### src/rtl/wrx_pkg.sv
// Shared constants, types and the rotate-xor step of the Weyl rotate-xor generator.
package wrx_pkg;

  localparam int NSTG          = 5;   // pipeline stages, two rotate-xor steps each
  localparam int NSTEP         = 10;
  localparam int MID_DEPTH_DEF = 4;
  localparam int OUT_DEPTH_DEF = 8;

  localparam logic REQ_WORD = 1'b0;
  localparam logic REQ_BITS = 1'b1;

  localparam logic [6:0] NBITS_MAX = 7'd64;

  localparam logic [63:0] INC_HI      = 64'hE7866D8CFFF116AA;
  localparam logic [63:0] INC_LO      = 64'hA933E07E1CB7963D;
  localparam logic [63:0] SEED_MUL_LO = 64'hAD62418D14EA8247;
  localparam logic [63:0] SEED_ADD_LO = 64'h01C4B4886CC66F59;
  localparam logic [63:0] SEED_MUL_HI = 64'hFFD1390A0ADC2FB8;
  localparam logic [63:0] SEED_ADD_HI = 64'hDABBB8174D95C99B;

  localparam logic [63:0] STEP_C [NSTEP] = '{
    64'hf3dd0fb7820fde37, 64'he6c6ac2c59e52811, 64'h2fc7871fff7c5b45,
    64'h47c7e1f70aa4f7c5, 64'h094f02b7fb9ba895, 64'h89afda817e744570,
    64'hc7277d052c7bf14b, 64'h474f4433b10b081d, 64'ha0a543d9f16196a5,
    64'h06dce455629a8955
  };

  // low bit of the 6-bit rotate amount taken from the fold, per step
  localparam int STEP_SLICE [NSTEP] = '{24, 6, 18, 48, 0, 12, 36, 54, 28, 10};

  // one classified request as it travels from front to back
  typedef struct packed {
    logic [63:0] fold;      // counter halves XORed; don't care when need is low
    logic        need;      // a fresh word was drawn for this request
    logic        req_type;
    logic [6:0]  nbits;     // already saturated to 64
  } wrx_req_t;

  function automatic logic [63:0] rot_xor(input logic [63:0] t, input logic [63:0] s,
                                          input int k);
    logic [5:0]   n;
    logic [127:0] tt;
    n  = s[STEP_SLICE[k] +: 6];
    tt = {t, t} << n;
    return tt[127:64] ^ STEP_C[k];
  endfunction

endpackage

### src/rtl/wrx_front.sv
// Front end: seed loading, 128-bit counter, pool-count tracking and request classification.
module wrx_front
  import wrx_pkg::*;
(
  input  logic       clk,
  input  logic       rst_n,
  input  logic       cfg_valid,
  output logic       cfg_ready,
  input  logic [63:0] cfg_seed,
  input  logic       in_push,
  output logic       in_full,
  input  logic       in_req_type,
  input  logic [6:0] in_nbits,
  input  logic       mid_full,
  output logic       mid_push,
  output wrx_req_t   mid_req,
  output logic       cfg_we
);

  logic        busy_r;
  logic [2:0]  bidx_r;
  logic [63:0] seed_r;
  logic [63:0] ctr_lo_r, ctr_lo_nxt, ctr_hi_r, ctr_hi_nxt;
  logic [6:0]  pcnt_r, pcnt_nxt;

  logic [64:0] lo_sum;
  logic [63:0] hi_sum, fold;
  logic [63:0] prod_lo, prod_hi;
  logic [7:0]  seed_byte;
  logic [6:0]  n_sat;
  logic        need, accept;

  assign cfg_ready = !busy_r;
  assign cfg_we    = cfg_valid && cfg_ready;
  assign in_full   = busy_r || mid_full;
  assign accept    = in_push && !in_full;
  assign mid_push  = accept;

  // next Weyl step and its fold
  assign lo_sum = {1'b0, ctr_lo_r} + {1'b0, INC_LO};
  assign hi_sum = ctr_hi_r + INC_HI + {63'd0, lo_sum[64]};
  assign fold   = hi_sum ^ lo_sum[63:0];

  // seed multiply, one byte of the seed per cycle
  assign seed_byte = seed_r[{bidx_r, 3'b000} +: 8];
  assign prod_lo   = (SEED_MUL_LO * {56'd0, seed_byte}) << {bidx_r, 3'b000};
  assign prod_hi   = (SEED_MUL_HI * {56'd0, seed_byte}) << {bidx_r, 3'b000};

  always_comb begin
    n_sat    = (in_nbits > NBITS_MAX) ? NBITS_MAX : in_nbits;
    need     = (in_req_type == REQ_WORD) || (n_sat > pcnt_r);
    pcnt_nxt = pcnt_r;
    if (in_req_type == REQ_BITS) begin
      pcnt_nxt = (need ? NBITS_MAX : pcnt_r) - n_sat;
    end
    mid_req.fold     = fold;
    mid_req.need     = need;
    mid_req.req_type = in_req_type;
    mid_req.nbits    = n_sat;
  end

  always_comb begin
    ctr_lo_nxt = ctr_lo_r;
    ctr_hi_nxt = ctr_hi_r;
    if (cfg_we) begin
      ctr_lo_nxt = SEED_ADD_LO;
      ctr_hi_nxt = SEED_ADD_HI;
    end else if (busy_r) begin
      ctr_lo_nxt = ctr_lo_r + prod_lo;
      ctr_hi_nxt = ctr_hi_r + prod_hi;
    end else if (accept && need) begin
      ctr_lo_nxt = lo_sum[63:0];
      ctr_hi_nxt = hi_sum;
    end
  end

  always_ff @(posedge clk) begin
    if (!rst_n) begin
      busy_r   <= 1'b0;
      bidx_r   <= '0;
      pcnt_r   <= '0;
      ctr_lo_r <= SEED_ADD_LO;
      ctr_hi_r <= SEED_ADD_HI;
    end else begin
      ctr_lo_r <= ctr_lo_nxt;
      ctr_hi_r <= ctr_hi_nxt;
      if (cfg_we) begin
        busy_r <= 1'b1;
        bidx_r <= '0;
        pcnt_r <= '0;
      end else if (busy_r) begin
        bidx_r <= bidx_r + 1'b1;
        if (bidx_r == 3'd7) begin
          busy_r <= 1'b0;
        end
      end else if (accept) begin
        pcnt_r <= pcnt_nxt;
      end
    end
  end

  always_ff @(posedge clk) begin
    if (cfg_we) begin
      seed_r <= cfg_seed;
    end
  end

endmodule

### config.mk
export PLATFORM = sky130hd
export DESIGN_NAME = wrx_front
export DESIGN_NICKNAME = d
export VERILOG_FILES = /design/src/rtl/wrx_pkg.sv /design/src/rtl/wrx_front.sv
export SDC_FILE = /design/constraint.sdc
export NUM_CORES = 2
export LEC_CHECK = 0
export BUFFER_PORTS_ARGS = -buffer_cell sky130_fd_sc_hd__buf_4
export CORE_MARGIN = 2
export CORE_UTILIZATION = 50
export CTS_CLUSTER_SIZE = 25
export DETAILED_ROUTE_END_ITERATION = 10
export PLACE_DENSITY = 0.67
export SKIP_CTS_REPAIR_TIMING = 1
export SLEW_MARGIN = 40
export SYNTH_ARGS = -nofsm -noshare
export SYNTH_HDL_FRONTEND = slang
export SYNTH_SLANG_ARGS = --single-unit
export TNS_END_PERCENT = 1
### constraint.sdc
create_clock -name clk -period 23.8 [get_ports clk]
set_input_delay 3.57 -clock clk [delete_from_list [all_inputs] [get_ports clk]]
set_output_delay 3.57 -clock clk [all_outputs]
set_load 0.01 [all_outputs]
==> results.yml <==
setup_path:
  crit_type: "flip-flop to flip-flop"
  cpPeakStageDelay_ps: 1000
  cpMaxStageDelayCell: "fa_1"
  cp_max_fo: 69
  cp-end-kind: "flip-flop"
  cp.arrival_ps: 12370
  worstPathRequired_ps: 24200
  worstSetupStartpointType: "flip-flop"
  rr_endpoint: "ctr_hi_r[62]"
  rrSetupSlack_ps: 11830
  reg2reg_from: "bidx_r[0]"
  r2r_cells: 38
  crit_top_cell: "inv_1"
placed_design:
  numPortBuffers: 153
  dp.final_hpwl_mm: 107
  dp_slack_ps: 11980
  place_congestion: 1.07
  placed_cell_area_um2: 36100
grt:
  grt_pass1_vias: 30800
  grt_pass1_wl_mm: 194
  antenna_found_initial: 0
  grt_overflow: 0
  grt_start_max_net_pins: 86
  track_usage: 0.358
layout:
  layout.nets: 5018
  syn2layout_area_growth_pct: 7.61
  finalInstanceArea_um2: 37000
  final.fill_count: 6645
  multi_input_area_um2: 27700
  seqCellArea_um2: 4720
  drive_above_1_share: 0.0776
die:
  die_h_um: 266
  die_w_um: 266
  core_area_um2: 68300
  start_util: 0.503
  die-area_um2: 70900
  pin_count: 154
  row_count: 96
detailed_routing:
  drc: 0
  wire_per_inst_um: 24.7
  drtIter0Drc: 3965
  dr.pass1.iters: 7
  ant_nets: 0
  vias: 33600
  drt_wl_total_mm: 130
  viasPerCell: 6.37
sta:
  worst_pin_slew_ps: 932
  whs_ps: 473
  tns_ps: 0
  slew_violations: 0
  finalSetupViolations: 0
  timing.fmax_mhz: 83.6
  final_hold_viol_count: 0
  slew_headroom: 0.377
  rsz0062_at_grt: "false"
  period_share: 0.503
  fin_ws_ps: 11830
  fin_skew_ps: 52.8
  fin_crit_ps: 11970
logic_synthesis:
  synthTopCellsByArea: "ha_1 15%, xnor2_1 8.9%, fa_1 8.5%"
  yosysMostFrequentCell: "ha_1"
  ys_warn_count: 0
  synth_edf_count: 64
  synth_top_area_cell: "ha_1"
  synth_nets: 5013
  synth.distinct_cells: 105
  ys_ff_latch: 203
  ys_top_cells_by_count: "418 x ha_1, 374 x nor2_1, 366 x nand2_1"
  syn_area_um2: 34400
  syn_inst: 4372
  yosysSeqAreaShare: 0.137
  syn_avg_cell_area_um2: 7.86
  ys.flop_type: "dfxtp_1"
  synthArstFlopShare: 0
  synth_top_area_frac: 0.152
cts:
  root_buffer: "clkbuf_16"
  h-tree-depth: 1
  cts.sinks: 203
  numCtsBuffers: 25
  cts_tree: "yes"
  cts_max_path_buffers: 3
  clk_latency_ps: 590
  clkTransAtPathRegs_ps: 60
hold_path:
  whs_path_depth: 2
  min_from: "ctr_hi_r[0]"
  holdPathEnd: "ctr_hi_r[0]"
  min_path_type: "flip-flop to flip-flop"
status:
  status: "finished clean"
flow_run:
  maxCapViolations: 0
## worst max path at each step
stage / startpoint / end / slack, ps / cells past startpoint
global placement: bidx_r[0] / ctr_hi_r[62] / 12080 / 38
CTS: bidx_r[0] / ctr_hi_r[62] / 11940 / 38
finish: bidx_r[0] / ctr_hi_r[62] / 11830 / 38
floorplan: bidx_r[0] / ctr_hi_r[62] / 13520 / 41
global route: bidx_r[0] / ctr_hi_r[62] / 11210 / 38
detailed placement: bidx_r[0] / ctr_hi_r[62] / 11980 / 38
## cells by family after synthesis
logic type      after synthesis  share of synthesized area
mux                         105                     0.0381
simple gates               1165                      0.155
flops                       203                      0.137
buf+inv                     542                     0.0595
xor+xnor                    498                      0.127
compound gates             1295                      0.246
fa+ha+maj                   564                      0.237
## placed cells by master (no fill, tap or decap), types with 87 or more instances in the layout
| master | netlist | final |
|---|---|---|
| a21o_1 | 173 | 173 |
| inv_1 | 338 | 336 |
| nand2_1 | 366 | 363 |
| o21ai_0 | 273 | 272 |
| dfxtp_1 | 139 | 135 |
| xnor2_1 | 348 | 347 |
| fa_1 | 146 | 146 |
| xor2_1 | 150 | 150 |
| a21oi_1 | 337 | 337 |
| buf_4 | 2 | 177 |
| ha_1 | 418 | 417 |
| nor2_1 | 374 | 373 |
| nand3_1 | 87 | 87 |
## worst max-delay path, delay by kind of cell, from the launching register on
| kind | cells | cell delay, ps |
|---|---|---|
| xor gates and xnor gates | 2 | 340 |
| buffers and inverters | 6 | 1410 |
| and+or+nand+nor | 8 | 1570 |
| DFF | 1 | 540 |
| adders and majority gates | 6 | 3300 |
| AOI/OAI and AO/OA | 14 | 3840 |
| muxes | 2 | 790 |
## registers in the layout, indices dropped and copies added (netlist names)
register  count
pcnt_r        7
ctr_hi_r     64
seed_r       64
bidx_r        3
ctr_lo_r     64
busy_r        1
## layer usage
| layer | GRT usage | share of wire | vias up |
|---|---|---|---|
| met1 | 0.495 | 0.42 | 16000 |
| met2 | 0.549 | 0.43 | 1731 |
| met3 | 0.0531 | 0.092 | 284 |
| li1 | - | - | 15600 |
| met4 | 0.161 | 0.053 | 0 |
| met5 | 0 | 0 | - |
## area by class of cell
class,instances,share of cell area
multi-input cells,3627,0.748
flip-flops and latches,203,0.128
clock inverters,15,0.00467
clock buffers,31,0.0183
repair buffers,179,0.0365
inverters,341,0.0346
diodes,1,0.0000676
well taps,882,0.0298
## stage by stage
stage,instances,util
final,5279,0.541
after global routing,5278,0.541
after detailed placement,5232,0.529
after global placement,5232,0.528
after floorplan,4372,-
after CTS,5278,0.541
Power is left out: the tool's default activity adds up to more than one toggle a clock period on the data nets, which glitch-free logic cannot reach.
