## src/rtl/wrx_pkg.sv

```systemverilog
// Shared constants, types and the rotate-xor step of the Weyl rotate-xor generator.
package wrx_pkg;

  localparam int NSTG          = 5;   // pipeline stages, two rotate-xor steps each
  localparam int NSTEP         = 10;
  localparam int MID_DEPTH_DEF = 4;
  localparam int OUT_DEPTH_DEF = 8;

  localparam logic REQ_WORD = 1'b0;
  localparam logic REQ_BITS = 1'b1;

  localparam logic [6:0] NBITS_MAX = 7'd64;

  localparam logic [63:0] INC_HI      = 64'hE7866D8CFFF116AA;
  localparam logic [63:0] INC_LO      = 64'hA933E07E1CB7963D;
  localparam logic [63:0] SEED_MUL_LO = 64'hAD62418D14EA8247;
  localparam logic [63:0] SEED_ADD_LO = 64'h01C4B4886CC66F59;
  localparam logic [63:0] SEED_MUL_HI = 64'hFFD1390A0ADC2FB8;
  localparam logic [63:0] SEED_ADD_HI = 64'hDABBB8174D95C99B;

  localparam logic [63:0] STEP_C [NSTEP] = '{
    64'hf3dd0fb7820fde37, 64'he6c6ac2c59e52811, 64'h2fc7871fff7c5b45,
    64'h47c7e1f70aa4f7c5, 64'h094f02b7fb9ba895, 64'h89afda817e744570,
    64'hc7277d052c7bf14b, 64'h474f4433b10b081d, 64'ha0a543d9f16196a5,
    64'h06dce455629a8955
  };

  // low bit of the 6-bit rotate amount taken from the fold, per step
  localparam int STEP_SLICE [NSTEP] = '{24, 6, 18, 48, 0, 12, 36, 54, 28, 10};

  // one classified request as it travels from front to back
  typedef struct packed {
    logic [63:0] fold;      // counter halves XORed; don't care when need is low
    logic        need;      // a fresh word was drawn for this request
    logic        req_type;
    logic [6:0]  nbits;     // already saturated to 64
  } wrx_req_t;

  function automatic logic [63:0] rot_xor(input logic [63:0] t, input logic [63:0] s,
                                          input int k);
    logic [5:0]   n;
    logic [127:0] tt;
    n  = s[STEP_SLICE[k] +: 6];
    tt = {t, t} << n;
    return tt[127:64] ^ STEP_C[k];
  endfunction

endpackage

```

## src/rtl/wrx_back.sv

```systemverilog
// Back end: rotate-xor pipeline, bit pool and result queue credit.
module wrx_back
  import wrx_pkg::*;
#(
  parameter int OUT_DEPTH = OUT_DEPTH_DEF
) (
  input  logic                           clk,
  input  logic                           rst_n,
  input  logic                           pool_clr,
  input  wrx_req_t                       mid_req,
  input  logic                           mid_empty,
  output logic                           mid_pop,
  input  logic [$clog2(OUT_DEPTH+1)-1:0] out_count,
  output logic                           res_push,
  output logic [63:0]                    res_data
);

  localparam int CW = $clog2(OUT_DEPTH + NSTG + 1);

  wrx_req_t    st_req_r [NSTG];
  logic [63:0] st_t_r   [NSTG];
  logic [NSTG-1:0] st_v_r;

  wrx_req_t    in_req [NSTG];
  logic [63:0] in_t   [NSTG];
  logic [NSTG-1:0] in_v;

  logic [63:0] pool_r, pool_nxt;
  logic [63:0] word, pw, mask;
  logic [CW-1:0] used;
  wrx_req_t    last;

  // launch only when every item in flight already has a result slot
  assign used    = CW'(out_count) + CW'($countones(st_v_r));
  assign mid_pop = !mid_empty && (used < CW'(OUT_DEPTH));

  for (genvar g = 0; g < NSTG; g++) begin : g_stg
    if (g == 0) begin : g_head
      assign in_req[g] = mid_req;
      assign in_t[g]   = mid_req.fold;
      assign in_v[g]   = mid_pop;
    end else begin : g_body
      assign in_req[g] = st_req_r[g-1];
      assign in_t[g]   = st_t_r[g-1];
      assign in_v[g]   = st_v_r[g-1];
    end
  end

  always_ff @(posedge clk) begin
    if (!rst_n) begin
      st_v_r <= '0;
    end else begin
      st_v_r <= in_v;
    end
  end

  always_ff @(posedge clk) begin
    for (int i = 0; i < NSTG; i++) begin
      st_req_r[i] <= in_req[i];
      st_t_r[i]   <= rot_xor(rot_xor(in_t[i], in_req[i].fold, 2*i),
                             in_req[i].fold, 2*i+1);
    end
  end

  assign last     = st_req_r[NSTG-1];
  assign word     = st_t_r[NSTG-1];
  assign res_push = st_v_r[NSTG-1];

  always_comb begin
    pw       = last.need ? word : pool_r;
    mask     = last.nbits[6] ? '1 : ((64'd1 << last.nbits[5:0]) - 64'd1);
    pool_nxt = pool_r;
    if (last.req_type == REQ_WORD) begin
      res_data = word;
    end else begin
      res_data = pw & mask;
      pool_nxt = last.nbits[6] ? '0 : (pw >> last.nbits[5:0]);
    end
  end

  always_ff @(posedge clk) begin
    if (!rst_n) begin
      pool_r <= '0;
    end else if (pool_clr) begin
      pool_r <= '0;
    end else if (res_push) begin
      pool_r <= pool_nxt;
    end
  end

endmodule

```

## config.mk

```make
export PLATFORM = sky130hd
export DESIGN_NAME = wrx_back
export DESIGN_NICKNAME = d
export VERILOG_FILES = /design/src/rtl/wrx_pkg.sv /design/src/rtl/wrx_back.sv
export SDC_FILE = /design/constraint.sdc
export NUM_CORES = 2
export LEC_CHECK = 0
export ABC_CLOCK_PERIOD_IN_PS = 6290
export CAP_MARGIN = 20
export CORE_MARGIN = 2
export CORE_UTILIZATION = 40
export DETAILED_ROUTE_END_ITERATION = 16
export DONT_BUFFER_PORTS = 1
export SKIP_LAST_GASP = 1
export SYNTH_ARGS = -nofsm -noshare
export SYNTH_HDL_FRONTEND = slang
export SYNTH_SLANG_ARGS = --single-unit
export TNS_END_PERCENT = 30
```

## constraint.sdc

```tcl
create_clock -name clk -period 6.29 [get_ports clk]
set_input_delay 1.887 -clock clk [delete_from_list [all_inputs] [get_ports clk]]
set_output_delay 1.887 -clock clk [all_outputs]
set_load 0.02 [all_outputs]
```

==> flow_metrics.tcl <==
set metrics [dict create \
    run_status "finished, violations left" \
    violations "setup timing" \
    layout-drive-gt1-share 0.3334 \
    post-route-drc-count 0 \
    ys_ff_latch 546 \
    place_congestion 1.082 \
    grt.overflow.total 0 \
    placed_area_um2 69280 \
    core_area_um2 168900 \
    crit_arrival_ns 4.40 \
    switching_share 0.4785 \
    cts_buffer_depth 3 \
    finalCritPeriodShare 1.000 \
    ys_warn_count 0 \
    p_comb_frac 0.645 \
    maxSlewViolCount 0 \
    synthToLayoutAreaGrowth_pct 5.798 \
    critical_path_class "reg2out" \
    holdCritPathClass "reg2reg" \
    cts.clk_slew.worst_paths_ns 0.06 \
    clk_latency_ns 0.69 \
    start_util 0.4019 \
    synth_edf_count 0 \
    period_minus_slack_ns 6.291 \
    dr.first_iter.drc_count 10080 \
    port_buffers 0 \
    fmax_mhz 159.0 \
    wl_per_cell_um 33.45 \
    final_area_um2 71820 \
    yosys.area.top_type "mux4_2" \
    cts_root_buffer "clkbuf_16" \
    ant_nets 0 \
    fillCellCount 16030 \
    hold_buffers 0 \
    ir_drop_mv 0.2067 \
    hold_viol 0 \
    synthFlopType "dfxtp_1" \
    rsz0062_at_grt "yes" \
    nets 5979 \
    cts_tree "yes" \
    pwr-share-seq 0.209 \
    die-area_um2 173000 \
    p_int_uw 14280 \
    setup_violations 1 \
    syn_nets 6414 \
    power_density_nw_per_um2 381.3 \
    ys_seq_area_frac 0.1610 \
    cts_inserted_buffers 66 \
    maxCapViolCount 0 \
    vias 62560 \
    endpoint_kind "output pin" \
    p_switching_uw 13110 \
    htreeDepth 3 \
    crit_required_ns 4.40 \
    io_pins 147 \
    synth_cell_types 85 \
    power.share.clock 0.147 \
    synth_top_area_share 0.3530 \
    vias_per_cell 7.598 \
    grt_max_degree 81 \
    leakagePower_uw 0.02591 \
    cts_sinks 546 \
    antenna_found_initial 25 \
    cp_max_fo 65 \
    synth.avg_cell_area_um2 10.73 \
    clock-skew-final_ns 0.03837 \
    die_h_um 416.0 \
    power_uw 27390 \
    syn_inst 6327 \
    wirelength_mm 275.4 \
    synth-async-reset-ratio 0 \
    fin_ws_ns -0.001066 \
    final_core_util 0.4252 \
    grt_pass1_vias 57840 \
    ys_top_cells_by_area "mux4_2 (35%), dfxtp_1 (16%), mux2i_1 (12%)" \
    track_usage 0.3064 \
    dpl.cell_count 8037 \
    layout.cells.non_filler 8234 \
    firstDrtPassIters 9 \
    critPathLaunchType "register" \
    slew_headroom 0.2193 \
    die_w_um 416.0 \
    netlist_area_um2 67890 \
    dp_hpwl_mm 212.7 \
    worst_pin_slew_ns 1.167 \
    grt_pass1_wl_mm 402.6 \
    rows 151 \
]
-- power groups by stage --
| stage | Clock, uW | Combinational [uW] | Sequential [uW] |
|---|---|---|---|
| floorplan | 0 | 12100 | 4900 |
| global placement | 0 | 16700 | 5690 |
| detailed placement | 0 | 16800 | 5720 |
| CTS | 4090 | 16900 | 5650 |
| global route | 4230 | 18200 | 5770 |
| finish | 4020 | 17700 | 5720 |
-- sequential cells by signal (all words and copies together), names as in the netlist --
| name | cells |
|---|---|
| pool_r | 64 |
| st_v_r | 5 |
| st_req_r | 157 |
| st_t_r | 320 |
-- cell usage in the layout (no fill, tap or decap), types with 40 or more instances in the layout --
cell,n
mux4_2,1064
mux2i_1,806
mux2_2,531
dfxtp_1,515
nand2_1,483
nor2_1,380
o22ai_1,271
a22oi_1,177
o21ai_0,161
a21oi_1,147
buf_4,141
diode_2,71
a211oi_1,69
clkbuf_16,68
nor3_1,60
a22o_1,56
o211ai_1,56
inv_1,55
a32o_1,55
a221oi_1,50
o2bb2ai_1,47
a2bb2oi_1,44
o32ai_1,40
-- through the flow --
stage	setup slack (ns)	setup TNS (ns)	hold slack (ns)
finish	-0.001066	-0.001066	0.2891
global route	-0.02463	-0.02463	0.3022
CTS	0.08596	0	0.2923
detailed placement	0.4690	0	0.3118
global placement	0.4718	0	0.3099
floorplan	0.6736	0	0.3096
-- kinds of logic (layout without fill, tap and decap cells) --
logic type      Yosys count  count (layout)  share of synthesized area
other cells               0              71                          0
compound gates         1475            1475                     0.1585
xor+xnor                  8               8                   0.001032
mux                    2403            2403                     0.5602
flops                   546             546                     0.1610
buf+inv                 738             356                    0.04446
simple gates           1151            1151                    0.07343
fa+ha+maj                 6               6                   0.001327
-- repair_timing --
item / 4_1_cts / 5_1_grt
setup buffers: 0 / 0
gates resized for setup: 2 / 2
setup endpoints to repair: 1 / 5
-- synthesized netlist by cell type, drive strengths merged (11+ instances only) --
cell,n
a211o,32
a211oi,69
a21o,17
a21oi,148
a221o,21
a221oi,50
a222oi,13
a22o,56
a22oi,177
a2bb2oi,44
a32o,55
a32oi,24
and2,38
and3,13
buf,231
clkbuf,424
clkinv,11
dfxtp,546
inv,72
mux2,533
mux2i,806
mux4,1064
nand2,484
nand2b,21
nand3,37
nor2,384
nor3,61
nor4,11
o211a,19
o211ai,56
o21a,28
o21ai,176
o221a,14
o221ai,27
o22a,30
o22ai,271
o2bb2ai,47
o32a,12
o32ai,40
or2,39
or3,17
-- worst paths after layout --
path,depth (start not counted),from,slack (ns),to
setup / recovery,10,st_req_r[0][296],-0.001,res_data[46]
setup reg to reg,10,st_req_r[0][257],0.97,st_t_r[0][259]
hold / removal,0,st_req_r[0][26],0.29,st_req_r[0][99]
hold reg to reg,0,st_req_r[0][26],0.29,st_req_r[0][99]
-- layout make-up --
type	instances	area (um^2)	area share
clock buffers	85	1866	0.02597
repair buffers	152	1270	0.01768
diodes	71	177.7	0.002474
well taps	2218	2775	0.03864
multi-input cells	5043	53980	0.7515
clock inverters	36	426.7	0.005940
inverters	83	316.6	0.004407
flip-flops and latches	546	11010	0.1534
-- routing by layer --
metal | share of wire | vias up | global-route usage
met5 | 0.00021 | - | 0
met4 | 0.071 | 10 | 0.1749
met3 | 0.12 | 932 | 0.06777
met2 | 0.45 | 4988 | 0.4734
met1 | 0.37 | 31280 | 0.3961
li1 | - | 25350 | -
-- worst max-delay path, cell delays in order, from the launching register on --
cell       delay, ns
dfxtp_4         0.34
buf_4           0.55
nor2_1          0.12
a21boi_0        0.82
o21ai_0         0.43
inv_1           0.15
a2bb2oi_1       0.08
o21ai_0         0.65
nand2_1         0.11
nand2_1         0.09
a32o_1          0.35
Power figures use the tool's default switching activity.
