--- src/rtl/wrx_pkg.sv ---
// Shared constants, types and the rotate-xor step of the Weyl rotate-xor generator.
package wrx_pkg;

  localparam int NSTG          = 5;   // pipeline stages, two rotate-xor steps each
  localparam int NSTEP         = 10;
  localparam int MID_DEPTH_DEF = 4;
  localparam int OUT_DEPTH_DEF = 8;

  localparam logic REQ_WORD = 1'b0;
  localparam logic REQ_BITS = 1'b1;

  localparam logic [6:0] NBITS_MAX = 7'd64;

  localparam logic [63:0] INC_HI      = 64'hE7866D8CFFF116AA;
  localparam logic [63:0] INC_LO      = 64'hA933E07E1CB7963D;
  localparam logic [63:0] SEED_MUL_LO = 64'hAD62418D14EA8247;
  localparam logic [63:0] SEED_ADD_LO = 64'h01C4B4886CC66F59;
  localparam logic [63:0] SEED_MUL_HI = 64'hFFD1390A0ADC2FB8;
  localparam logic [63:0] SEED_ADD_HI = 64'hDABBB8174D95C99B;

  localparam logic [63:0] STEP_C [NSTEP] = '{
    64'hf3dd0fb7820fde37, 64'he6c6ac2c59e52811, 64'h2fc7871fff7c5b45,
    64'h47c7e1f70aa4f7c5, 64'h094f02b7fb9ba895, 64'h89afda817e744570,
    64'hc7277d052c7bf14b, 64'h474f4433b10b081d, 64'ha0a543d9f16196a5,
    64'h06dce455629a8955
  };

  // low bit of the 6-bit rotate amount taken from the fold, per step
  localparam int STEP_SLICE [NSTEP] = '{24, 6, 18, 48, 0, 12, 36, 54, 28, 10};

  // one classified request as it travels from front to back
  typedef struct packed {
    logic [63:0] fold;      // counter halves XORed; don't care when need is low
    logic        need;      // a fresh word was drawn for this request
    logic        req_type;
    logic [6:0]  nbits;     // already saturated to 64
  } wrx_req_t;

  function automatic logic [63:0] rot_xor(input logic [63:0] t, input logic [63:0] s,
                                          input int k);
    logic [5:0]   n;
    logic [127:0] tt;
    n  = s[STEP_SLICE[k] +: 6];
    tt = {t, t} << n;
    return tt[127:64] ^ STEP_C[k];
  endfunction

endpackage

--- src/rtl/wrx_fifo.sv ---
// Small register queue with occupancy count.
module wrx_fifo
  import wrx_pkg::*;
#(
  parameter int WIDTH = 64,
  parameter int DEPTH = 4
) (
  input  logic                       clk,
  input  logic                       rst_n,
  input  logic                       push,
  input  logic [WIDTH-1:0]           wdata,
  input  logic                       pop,
  output logic [WIDTH-1:0]           rdata,
  output logic                       empty,
  output logic                       full,
  output logic [$clog2(DEPTH+1)-1:0] count
);

  localparam int PW = (DEPTH > 1) ? $clog2(DEPTH) : 1;
  localparam int CW = $clog2(DEPTH+1);

  logic [WIDTH-1:0] mem_r [DEPTH];
  logic [PW-1:0]    wr_ptr_r, wr_ptr_nxt, rd_ptr_r, rd_ptr_nxt;
  logic [CW-1:0]    cnt_r, cnt_nxt;
  logic             do_push, do_pop;

  assign do_push = push && !full;
  assign do_pop  = pop && !empty;
  assign empty   = (cnt_r == '0);
  assign full    = (cnt_r == CW'(DEPTH));
  assign count   = cnt_r;
  assign rdata   = mem_r[rd_ptr_r];

  always_comb begin
    wr_ptr_nxt = wr_ptr_r;
    rd_ptr_nxt = rd_ptr_r;
    cnt_nxt    = cnt_r;
    if (do_push) begin
      wr_ptr_nxt = (wr_ptr_r == PW'(DEPTH-1)) ? '0 : wr_ptr_r + 1'b1;
    end
    if (do_pop) begin
      rd_ptr_nxt = (rd_ptr_r == PW'(DEPTH-1)) ? '0 : rd_ptr_r + 1'b1;
    end
    if (do_push && !do_pop) begin
      cnt_nxt = cnt_r + 1'b1;
    end else if (do_pop && !do_push) begin
      cnt_nxt = cnt_r - 1'b1;
    end
  end

  always_ff @(posedge clk) begin
    if (!rst_n) begin
      wr_ptr_r <= '0;
      rd_ptr_r <= '0;
      cnt_r    <= '0;
    end else begin
      wr_ptr_r <= wr_ptr_nxt;
      rd_ptr_r <= rd_ptr_nxt;
      cnt_r    <= cnt_nxt;
    end
  end

  always_ff @(posedge clk) begin
    if (do_push) begin
      mem_r[wr_ptr_r] <= wdata;
    end
  end

endmodule

--- config.mk ---
export PLATFORM = sky130hd
export DESIGN_NAME = wrx_fifo
export DESIGN_NICKNAME = d
export VERILOG_FILES = /design/src/rtl/wrx_pkg.sv /design/src/rtl/wrx_fifo.sv
export SDC_FILE = /design/constraint.sdc
export NUM_CORES = 1
export LEC_CHECK = 0
export BUFFER_PORTS_ARGS = -buffer_cell sky130_fd_sc_hd__clkbuf_2
export CELL_PAD_IN_SITES_DETAIL_PLACEMENT = 0
export CELL_PAD_IN_SITES_GLOBAL_PLACEMENT = 1
export CORE_ASPECT_RATIO = 0.6
export CORE_MARGIN = 10
export CORE_UTILIZATION = 50
export CTS_CLUSTER_DIAMETER = 30
export DETAILED_ROUTE_END_ITERATION = 16
export PLACE_DENSITY = 0.76
export SKIP_CTS_REPAIR_TIMING = 1
export SLEW_MARGIN = 20
export SYNTH_ARGS = -nofsm -noshare
export SYNTH_HDL_FRONTEND = slang
export SYNTH_SLANG_ARGS = --single-unit
--- constraint.sdc ---
create_clock -name clk -period 3.4 [get_ports clk]
set_clock_uncertainty 0.2 [all_clocks]
set_input_delay 0.34 -clock clk [delete_from_list [all_inputs] [get_ports clk]]
set_output_delay 0.34 -clock clk [all_outputs]
set_load 0.01 [all_outputs]
==> results.json, run 1 <==
{
  "synthCells": 385,
  "setup_tns_ns": 0,
  "die_x_um": 200.7,
  "grt_pass1_vias": 4963,
  "antenna_found_initial": 2,
  "grt_max_degree": 41,
  "power.density_nw_per_um2": 763.1,
  "clk_path_buf_depth": 3,
  "critical_path.startpoint": "count[0]",
  "period_minus_slack_ns": 2.744,
  "synth_top_area_share_pct": 78.52,
  "io-pin-count": 137,
  "cap_viol_max_count": 0,
  "vdd_drop_max_mv": 0.4730,
  "grt_first_pass_wirelength_um": 29420,
  "timing.final.crit_share_pct": 80.72,
  "final-hold-violation-count": 0,
  "cp_max_fo": 7,
  "synth_area_leader_cell": "edfxtp_1",
  "final_antenna_net_count": 0,
  "r2r_setup_slack_ns": 0.66,
  "crit_type": "flop to flop",
  "async_flop_share_pct": 0,
  "yosysWarnings": 0,
  "cts_inserted_buffers": 34,
  "fillerInstances": 1269,
  "cp-end-kind": "flop",
  "row_count": 39,
  "synth_area_leaders": "edfxtp_1, mux4_2, dfxtp_1",
  "max_clock_freq_ghz": 0.3644,
  "synth.most_common_cell": "edfxtp_1",
  "path_clk_slew_ns": 0.05,
  "ys_ff_latch": 265,
  "worstHoldPathType": "input port to flop",
  "drtIter0Drc": 221,
  "r2r_cells": 8,
  "syn-num-nets": 460,
  "h-tree-depth": 2,
  "finalSetupViolations": 0,
  "cts_tree": "built",
  "stdcell_area_um2": 12560,
  "io_buffer_count": 136,
  "endpoint": "count[2]",
  "dr_total_vias": 4722,
  "pre_cts_slack_ns": 0.6387,
  "worst_slew_pin_slew_ns": 0.6714,
  "p_leak_nw": 4.358,
  "hold_path_depth": 3,
  "core_um2": 19130,
  "cp.arrival_ns": 2.94,
  "crit_required_ns": 3.60,
  "synth_area_um2": 9791,
  "rr_startpoint": "count[0]",
  "layout.nets": 689,
  "holdWs_ns": 0.02314,
  "drv_slew": 0,
  "wirelength_um": 19210,
  "syn_area_per_cell_um2": 25.43,
  "seq_area_frac_synth_pct": 80.36,
  "cts_sinks": 265,
  "grt-ovfl-total": 0,
  "ys.flop_type": "edfxtp_1",
  "initial_core_util_pct": 51.18,
  "die_area_um2": 25760,
  "area_growth_pct": 28.31,
  "root_buffer": "clkbuf_16",
  "multi_input_area_um2": 1747,
  "clk_latency_ns": 0.49,
  "yosys.cell_types.count": 26,
  "firstDrtPassIters": 5,
  "relSlewSlack_pct": 55.24,
  "dp_hpwl_um": 11800,
  "start_kind": "flop",
  "rsz0062_at_grt": "no",
  "die_h_um": 128.4,
  "r2r_end": "count[2]",
  "globalplace.congestion": 0.7241,
  "synth-edff-count": 256,
  "status": "finished, final reports clean",
  "yosys-top-cells-count": "edfxtp_1, mux4_2, dfxtp_1, buf_2",
  "register_area_um2": 7875,
  "placedInstanceArea_um2": 10800,
  "via_per_inst": 5.223,
  "final.setup.worst_slack_ns": 0.6555,
  "gr-usage-all-layers_pct": 14.63,
  "wire_per_inst_um": 21.25,
  "final_layout_size_suffix_gt1_share_pct": 41.92,
  "drc": 0
}
cells by family after synthesis:
kind of cell / after synthesis / share of synthesized area (%)
compound gates: 5 / 0.3067
xor+xnor: 2 / 0.1789
fa+ha+maj: 7 / 0.9712
buf+inv: 19 / 1.904
flops: 265 / 80.36
mux: 67 / 15.18
simple gates: 20 / 1.099
layout make-up:
cell class / count / area share [%]
Tap cell: 266 / 2.649
Inverter: 3 / 0.08964
Sequential cell: 265 / 62.69
Clock inverter: 21 / 1.494
Multi-Input combinational cell: 101 / 13.90
Clock buffer: 38 / 7.400
Timing Repair Buffer: 209 / 11.75
Antenna cell: 1 / 0.01992
worst min path at each step:
stage                              end  slack, ns        start
after global routing          count[1]       0.03        rst_n
final                      wr_ptr_r[0]       0.02        rst_n
after CTS                 mem_r[2][28]      -0.15    wdata[28]
after detailed placement   wr_ptr_r[1]       0.31  wr_ptr_r[1]
after floorplan            mem_r[0][0]       0.24     wdata[0]
after global placement     wr_ptr_r[1]       0.29  wr_ptr_r[1]
state kept, by name (all words and copies together), names as in the netlist, named ones only:
name and count:
rd_ptr_r 2, wr_ptr_r 2, mem_r 256, count 3
routing by layer:
metal	vias up	wire [um]	global-route usage [%]
li1	2109	-	-
met4	2	264	2.837
met1	2407	8290	18.89
met5	-	7	0
met3	33	1612	6.090
met2	171	9035	23.24
power breakdown:
part,switching [mW],internal [mW]
combinational,1.01,0.976
sequential,0.180,3.98
clock,1.31,2.14
total,2.49,7.09
worst max-delay path, cell delays in order (launching register included):
cell and delay [ns]:
dfxtp_1 0.48, nor3b_2 0.09, nor2b_1 0.48, ha_1 0.29
inv_1 0.06, fa_1 0.38, xor2_1 0.19, or3_1 0.30
a21boi_0 0.20
cells in the final DEF, fill, tap and decap left out, drive strengths merged, types with 2 or more instances in the layout:
master | synthesis | layout
bufinv | 0 | 2
inv | 3 | 7
nand3 | 2 | 2
mux4 | 64 | 64
clkinvlp | 0 | 5
nor2 | 2 | 2
dfxtp | 9 | 9
and2 | 5 | 5
nor2b | 2 | 2
nand2 | 6 | 6
ha | 6 | 6
buf | 14 | 9
dlygate4sd3 | 0 | 64
mux2i | 3 | 3
edfxtp | 256 | 256
clkbuf | 2 | 174
o21ai | 3 | 3
clkinv | 0 | 10
metrics by stage:
stage	std cells	power (mW)	util [%]
4_1_cts	839	9.668	62.31
3_3_place_gp	780	6.150	56.47
2_1_floorplan	385	5.476	-
6_report	904	9.586	65.67
3_5_place_dp	780	6.200	56.47
5_1_grt	904	10.01	65.67
Note: power is estimated with default switching activity, not from simulation.
==> run 2, diff against run 1 <==
clock period = 2.57 ns   (was 3.4 ns; I/O delays follow)
==> results.json, run 2 (same netlist as run 1, synthesis figures left out) <==
{
  "status": "finished, final reports clean",
  "start_kind": "flop",
  "placedInstanceArea_um2": 10860,
  "largest_reg_flops": 256,
  "dp.cells": 786,
  "die_x_um": 200.7,
  "cp-end-kind": "flop",
  "grt-ovfl-total": 0,
  "grt_max_degree": 44,
  "path_clk_slew_ns": 0.06,
  "cp.arrival_ns": 2.64,
  "antenna_found_initial": 0,
  "firstDrtPassIters": 4,
  "p_switching_mw": 3.323,
  "mostFrequentLayoutCells": "edfxtp_1, clkbuf_2, dlygate4sd3_1",
  "row_count": 39,
  "clk_latency_ns": 0.48,
  "globalplace.congestion": 0.7213,
  "drtIter0Drc": 254,
  "gr-usage-all-layers_pct": 14.34,
  "vdd_drop_max_mv": 0.6051,
  "worst_slew_pin_slew_ns": 0.4950,
  "pwr-share-seq_pct": 41.7,
  "grt_first_pass_wirelength_um": 28900,
  "via_per_inst": 5.171,
  "crit_type": "flop to flop",
  "rsz0062_at_grt": "no",
  "final-hold-violation-count": 0,
  "top_register": "mem_r",
  "dr_total_vias": 4768,
  "final_layout_size_suffix_gt1_share_pct": 42.99,
  "power.density_nw_per_um2": 1021,
  "worstHoldPathType": "input port to flop",
  "cts_sinks": 265,
  "max_clock_freq_ghz": 0.4090,
  "layout.nets": 705,
  "h-tree-depth": 2,
  "clk_path_buf_depth": 3,
  "clkPwrFrac_pct": 36.9,
  "drv_slew": 0,
  "area_growth_pct": 30.27,
  "wirelength_um": 19090,
  "io-pin-count": 137,
  "root_buffer": "clkbuf_16",
  "die_h_um": 128.4,
  "p_leak_nw": 4.468,
  "cts_tree": "built",
  "wire_per_inst_um": 20.70,
  "finalSetupViolations": 0,
  "grt_pass1_vias": 4999,
  "dp_hpwl_um": 11570,
  "p_comb_share_pct": 21.5,
  "die_area_um2": 25760,
  "cap_viol_max_count": 0,
  "stdcell_area_um2": 12750,
  "period_minus_slack_ns": 2.445,
  "initial_core_util_pct": 51.18,
  "cp_max_fo": 6,
  "antenna_cells": 0,
  "swShare_pct": 25.51,
  "p_total_mw": 13.03,
  "timing.final.crit_share_pct": 95.13,
  "layout_commonest_cell": "edfxtp_1",
  "holdWs_ns": 0.07759,
  "core_um2": 19130,
  "fin_cells": 922,
  "crit_required_ns": 2.77,
  "cts_inserted_buffers": 35,
  "relSlewSlack_pct": 67.00,
  "final_antenna_net_count": 0,
  "internal_power_mw": 9.706,
  "io_buffer_count": 136,
  "drc": 0
}
## run 2: changes by cell type in the layout (fill, tap and decap cells not counted)
cell           previous run  this run
clkinvlp_4                5         4
diode_2                   1         0
buf_12                    7         8
dlygate4sd3_1            64        65
clkinv_2                  6         3
inv_6                     2         5
buf_4                     2        15
dfxtp_4                   2         1
clkbuf_1                  1         3
clkinv_4                  1         3
bufinv_16                 2         4
dfxtp_2                   0         1
clkinv_1                  3         4
inv_8                     2         0
## run 2: final timing paths
check               from          end  slack, ns  cells past startpoint
max             count[1]     count[2]       0.13                      7
min                  pop         flop       0.08                      4
max reg2reg     count[1]     count[2]       0.13                      7
min reg2reg  wr_ptr_r[0]  wr_ptr_r[0]       0.34                      2
## run 2: cell type report
type,instances,area (um2)
Clock buffer,40,937.1
Clock inverter,23,250.2
Inverter,3,11.26
Tap cell,266,332.8
Fill cell,1249,6374
Timing Repair Buffer,224,1604
Multi-Input combinational cell,101,1747
Sequential cell,265,7873
## run 2: power by group through the flow
stage	combinational, mW	clock (mW)	sequential (mW)
finish	2.80	4.80	5.43
floorplan	1.78	0	5.45
CTS	2.70	4.92	5.46
detailed placement	2.68	0	5.56
global placement	2.66	0	5.51
global route	3.03	5.11	5.47
## run 2: metrics by stage
| step | utilization (%) | setup TNS [ns] | setup WS [ns] |
|---|---|---|---|
| 6_report | 66.68 | 0 | 0.1250 |
| 3_3_place_gp | 56.76 | 0 | 0.3382 |
| 3_5_place_dp | 56.76 | 0 | 0.1631 |
| 2_1_floorplan | - | 0 | 0.2080 |
| 4_1_cts | 62.96 | -0.004535 | -0.004535 |
| 5_1_grt | 66.68 | 0 | 0.06277 |
## run 2: worst max-delay path: stages, from the launching register on
cell,delay [ns]
dfxtp_1,0.38
o31ai_1,0.42
ha_1,0.27
inv_1,0.06
fa_1,0.37
xor2_1,0.17
or3_1,0.30
a21boi_0,0.18
## run 2: per-layer routing
metal | share of wire, % | up-vias | GRT usage, %
li1 | - | 2147 | -
met1 | 43 | 2428 | 19.20
met2 | 48 | 164 | 22.47
met3 | 7.7 | 29 | 4.637
met4 | 1.4 | 0 | 3.989
met5 | 0 | - | 0
==> run 3, diff against run 2 <==
ABC_AREA = 1   (was unset)
CORE_UTILIZATION = 47   (was 50)
==> results.json, run 3 <==
{
  "syn_area_per_cell_um2": 14.46,
  "synth_top_area_share_pct": 76.93,
  "cp_num_buf_inv": 3,
  "drtIter0Drc": 419,
  "row_count": 41,
  "cp_max_fo": 24,
  "firstDrtPassIters": 4,
  "relSlewSlack_pct": 68.39,
  "yosys-top-cells-count": "edfxtp_1, nor2_1, o21ai_0, o22ai_1, o21ai_1",
  "p_total_mw": 14.46,
  "synth_area_leaders": "edfxtp_1, nor2_1, o22ai_1",
  "wirelength_um": 23020,
  "yosysWarnings": 0,
  "die_area_um2": 27690,
  "period_minus_slack_ns": 2.504,
  "crit_family": "buffers and inverters",
  "p_switching_mw": 4.315,
  "synth_area_um2": 9993,
  "start_kind": "flop",
  "synth-edff-count": 256,
  "worst_slew_pin_slew_ns": 0.4741,
  "grt_first_pass_wirelength_um": 35070,
  "antenna_found_initial": 3,
  "globalplace.congestion": 0.7844,
  "rr_startpoint": "count[1]",
  "path_clk_slew_ns": 0.06,
  "cts_inserted_buffers": 38,
  "dp_hpwl_um": 13110,
  "clk_latency_ns": 0.50,
  "mostFrequentLayoutCells": "edfxtp_1, nor2_1, clkbuf_2",
  "dr_total_vias": 6449,
  "crit_path_max_incr_delay_ns": 0.34,
  "synth_area_leader_cell": "edfxtp_1",
  "initial_core_util_pct": 47.75,
  "finalSetupViolations": 0,
  "root_buffer": "clkbuf_16",
  "die_h_um": 133.0,
  "synthCells": 691,
  "grt-ovfl-total": 0,
  "top_register": "mem_r",
  "final-hold-violation-count": 0,
  "cts_tree": "built",
  "crit_chain": "inv_2, buf_6, o21ai_1, o22ai_1, clkbuf_2",
  "io-pin-count": 137,
  "core_um2": 20930,
  "crit_required_ns": 2.11,
  "p_comb_share_pct": 24.4,
  "p_leak_nw": 4.774,
  "layout_commonest_cell": "edfxtp_1",
  "die_x_um": 208.3,
  "cp-end-kind": "primary output",
  "clk_path_buf_depth": 3,
  "syn-num-nets": 766,
  "internal_power_mw": 10.15,
  "drv_slew": 0,
  "ys_ff_latch": 265,
  "swShare_pct": 29.84,
  "max_clock_freq_ghz": 0.3993,
  "gr-usage-all-layers_pct": 15.80,
  "yosys.cell_types.count": 21,
  "cap_viol_max_count": 0,
  "grt_max_degree": 76,
  "timing.final.crit_share_pct": 97.44,
  "worstHoldPathType": "input port to flop",
  "vdd_drop_max_mv": 0.6710,
  "layout.nets": 982,
  "clkPwrFrac_pct": 38.1,
  "async_flop_share_pct": 0,
  "via_per_inst": 5.290,
  "final_antenna_net_count": 0,
  "cts_sinks": 265,
  "power.density_nw_per_um2": 1106,
  "cp.arrival_ns": 2.05,
  "pwr-share-seq_pct": 37.5,
  "fillerInstances": 1515,
  "largest_reg_flops": 256,
  "crit_type": "flop to primary output",
  "grt_pass1_vias": 6475,
  "min_from": "wdata[53]",
  "status": "finished, final reports clean",
  "drc": 0,
  "critPathSlowestCell": "dfxtp_2",
  "wire_per_inst_um": 18.88,
  "final_layout_size_suffix_gt1_share_pct": 23.59,
  "area_growth_pct": 30.88,
  "seq_area_frac_synth_pct": 78.73,
  "io_buffer_count": 136,
  "ys.flop_type": "edfxtp_1",
  "setup_tns_ns": 0,
  "synth.most_common_cell": "edfxtp_1",
  "h-tree-depth": 2
}
## run 3: changes by cell type in the layout (fill, tap and decap cells not counted), moves of 12 or more
cell	before	now
nor2_1	2	141
o21ai_0	3	74
o22ai_1	0	64
mux4_2	60	0
o21ai_1	0	56
inv_1	3	17
buf_4	15	3
## run 3: kinds of logic after synthesis
kind of cell,synth area share (%)
DFF,78.73
and+or+nand+nor,6.198
AOI/OAI and AO/OA,10.62
buffers and inverters,3.505
adders and majority gates,0.9515
## run 3: stage by stage
step	std cells	hold slack (ns)	setup WS (ns)	utilization, %	area [um2]
final	1219	0.3156	0.06585	62.49	13080
after global routing	1219	0.3009	-0.0001543	62.49	13080
after CTS	1149	-0.2458	-0.03043	59.21	12390
after detailed placement	1079	0.2771	0.5135	52.55	11000
after global placement	1079	0.2694	0.5301	52.55	11000
after floorplan	691	0.1559	-0.5316	-	10000
## run 3: cell type report
cell class / count / area, um2 / share of cell area, %
multi-input combinational: 366 / 1805 / 13.80
timing repair buffer: 217 / 1577 / 12.05
clock inverter: 22 / 299.0 / 2.286
tap: 279 / 349.1 / 2.669
inverter: 19 / 73.82 / 0.5644
antenna: 3 / 7.507 / 0.05740
clock buffer: 48 / 1095 / 8.371
sequential: 265 / 7873 / 60.19
## run 3: layer usage
layer | routed length [um] | up-vias | GRT usage, %
li1 | - | 3036 | -
met1 | 10010 | 3189 | 20.48
met2 | 11140 | 189 | 25.40
met3 | 1593 | 35 | 4.677
met4 | 280 | 0 | 4.248
met5 | 0 | - | 0
## run 3: worst reg2reg max path, cell delays in order, from the launching register on
cell and delay (ns):
dfxtp_1 0.35, nor2_1 0.17, nand2_1 0.09, nand2_1 0.15, ha_1 0.19, inv_1 0.07, fa_1 0.38, inv_1 0.07
nand2_1 0.07, nand3_1 0.08, nand2_1 0.05, inv_1 0.05, nor2_1 0.04
## run 3: path summary, 6_finish.rpt
path | end | slack, ns | cells past startpoint
hold reg to reg | count[0] | 0.35 | 2
setup / recovery | rdata[25] | 0.07 | 5
hold / removal | mem_r[1][53] | 0.32 | 2
setup reg to reg | count[2] | 0.51 | 12
## run 3: power by group through the flow
stage / Sequential, mW / Combinational [mW] / Clock (mW)
after floorplan: 5.49 / 2.08 / 0
after global placement: 5.48 / 3.42 / 0
after detailed placement: 5.51 / 3.50 / 0
after CTS: 5.42 / 3.52 / 5.61
after global routing: 5.45 / 3.92 / 5.83
final: 5.42 / 3.53 / 5.51
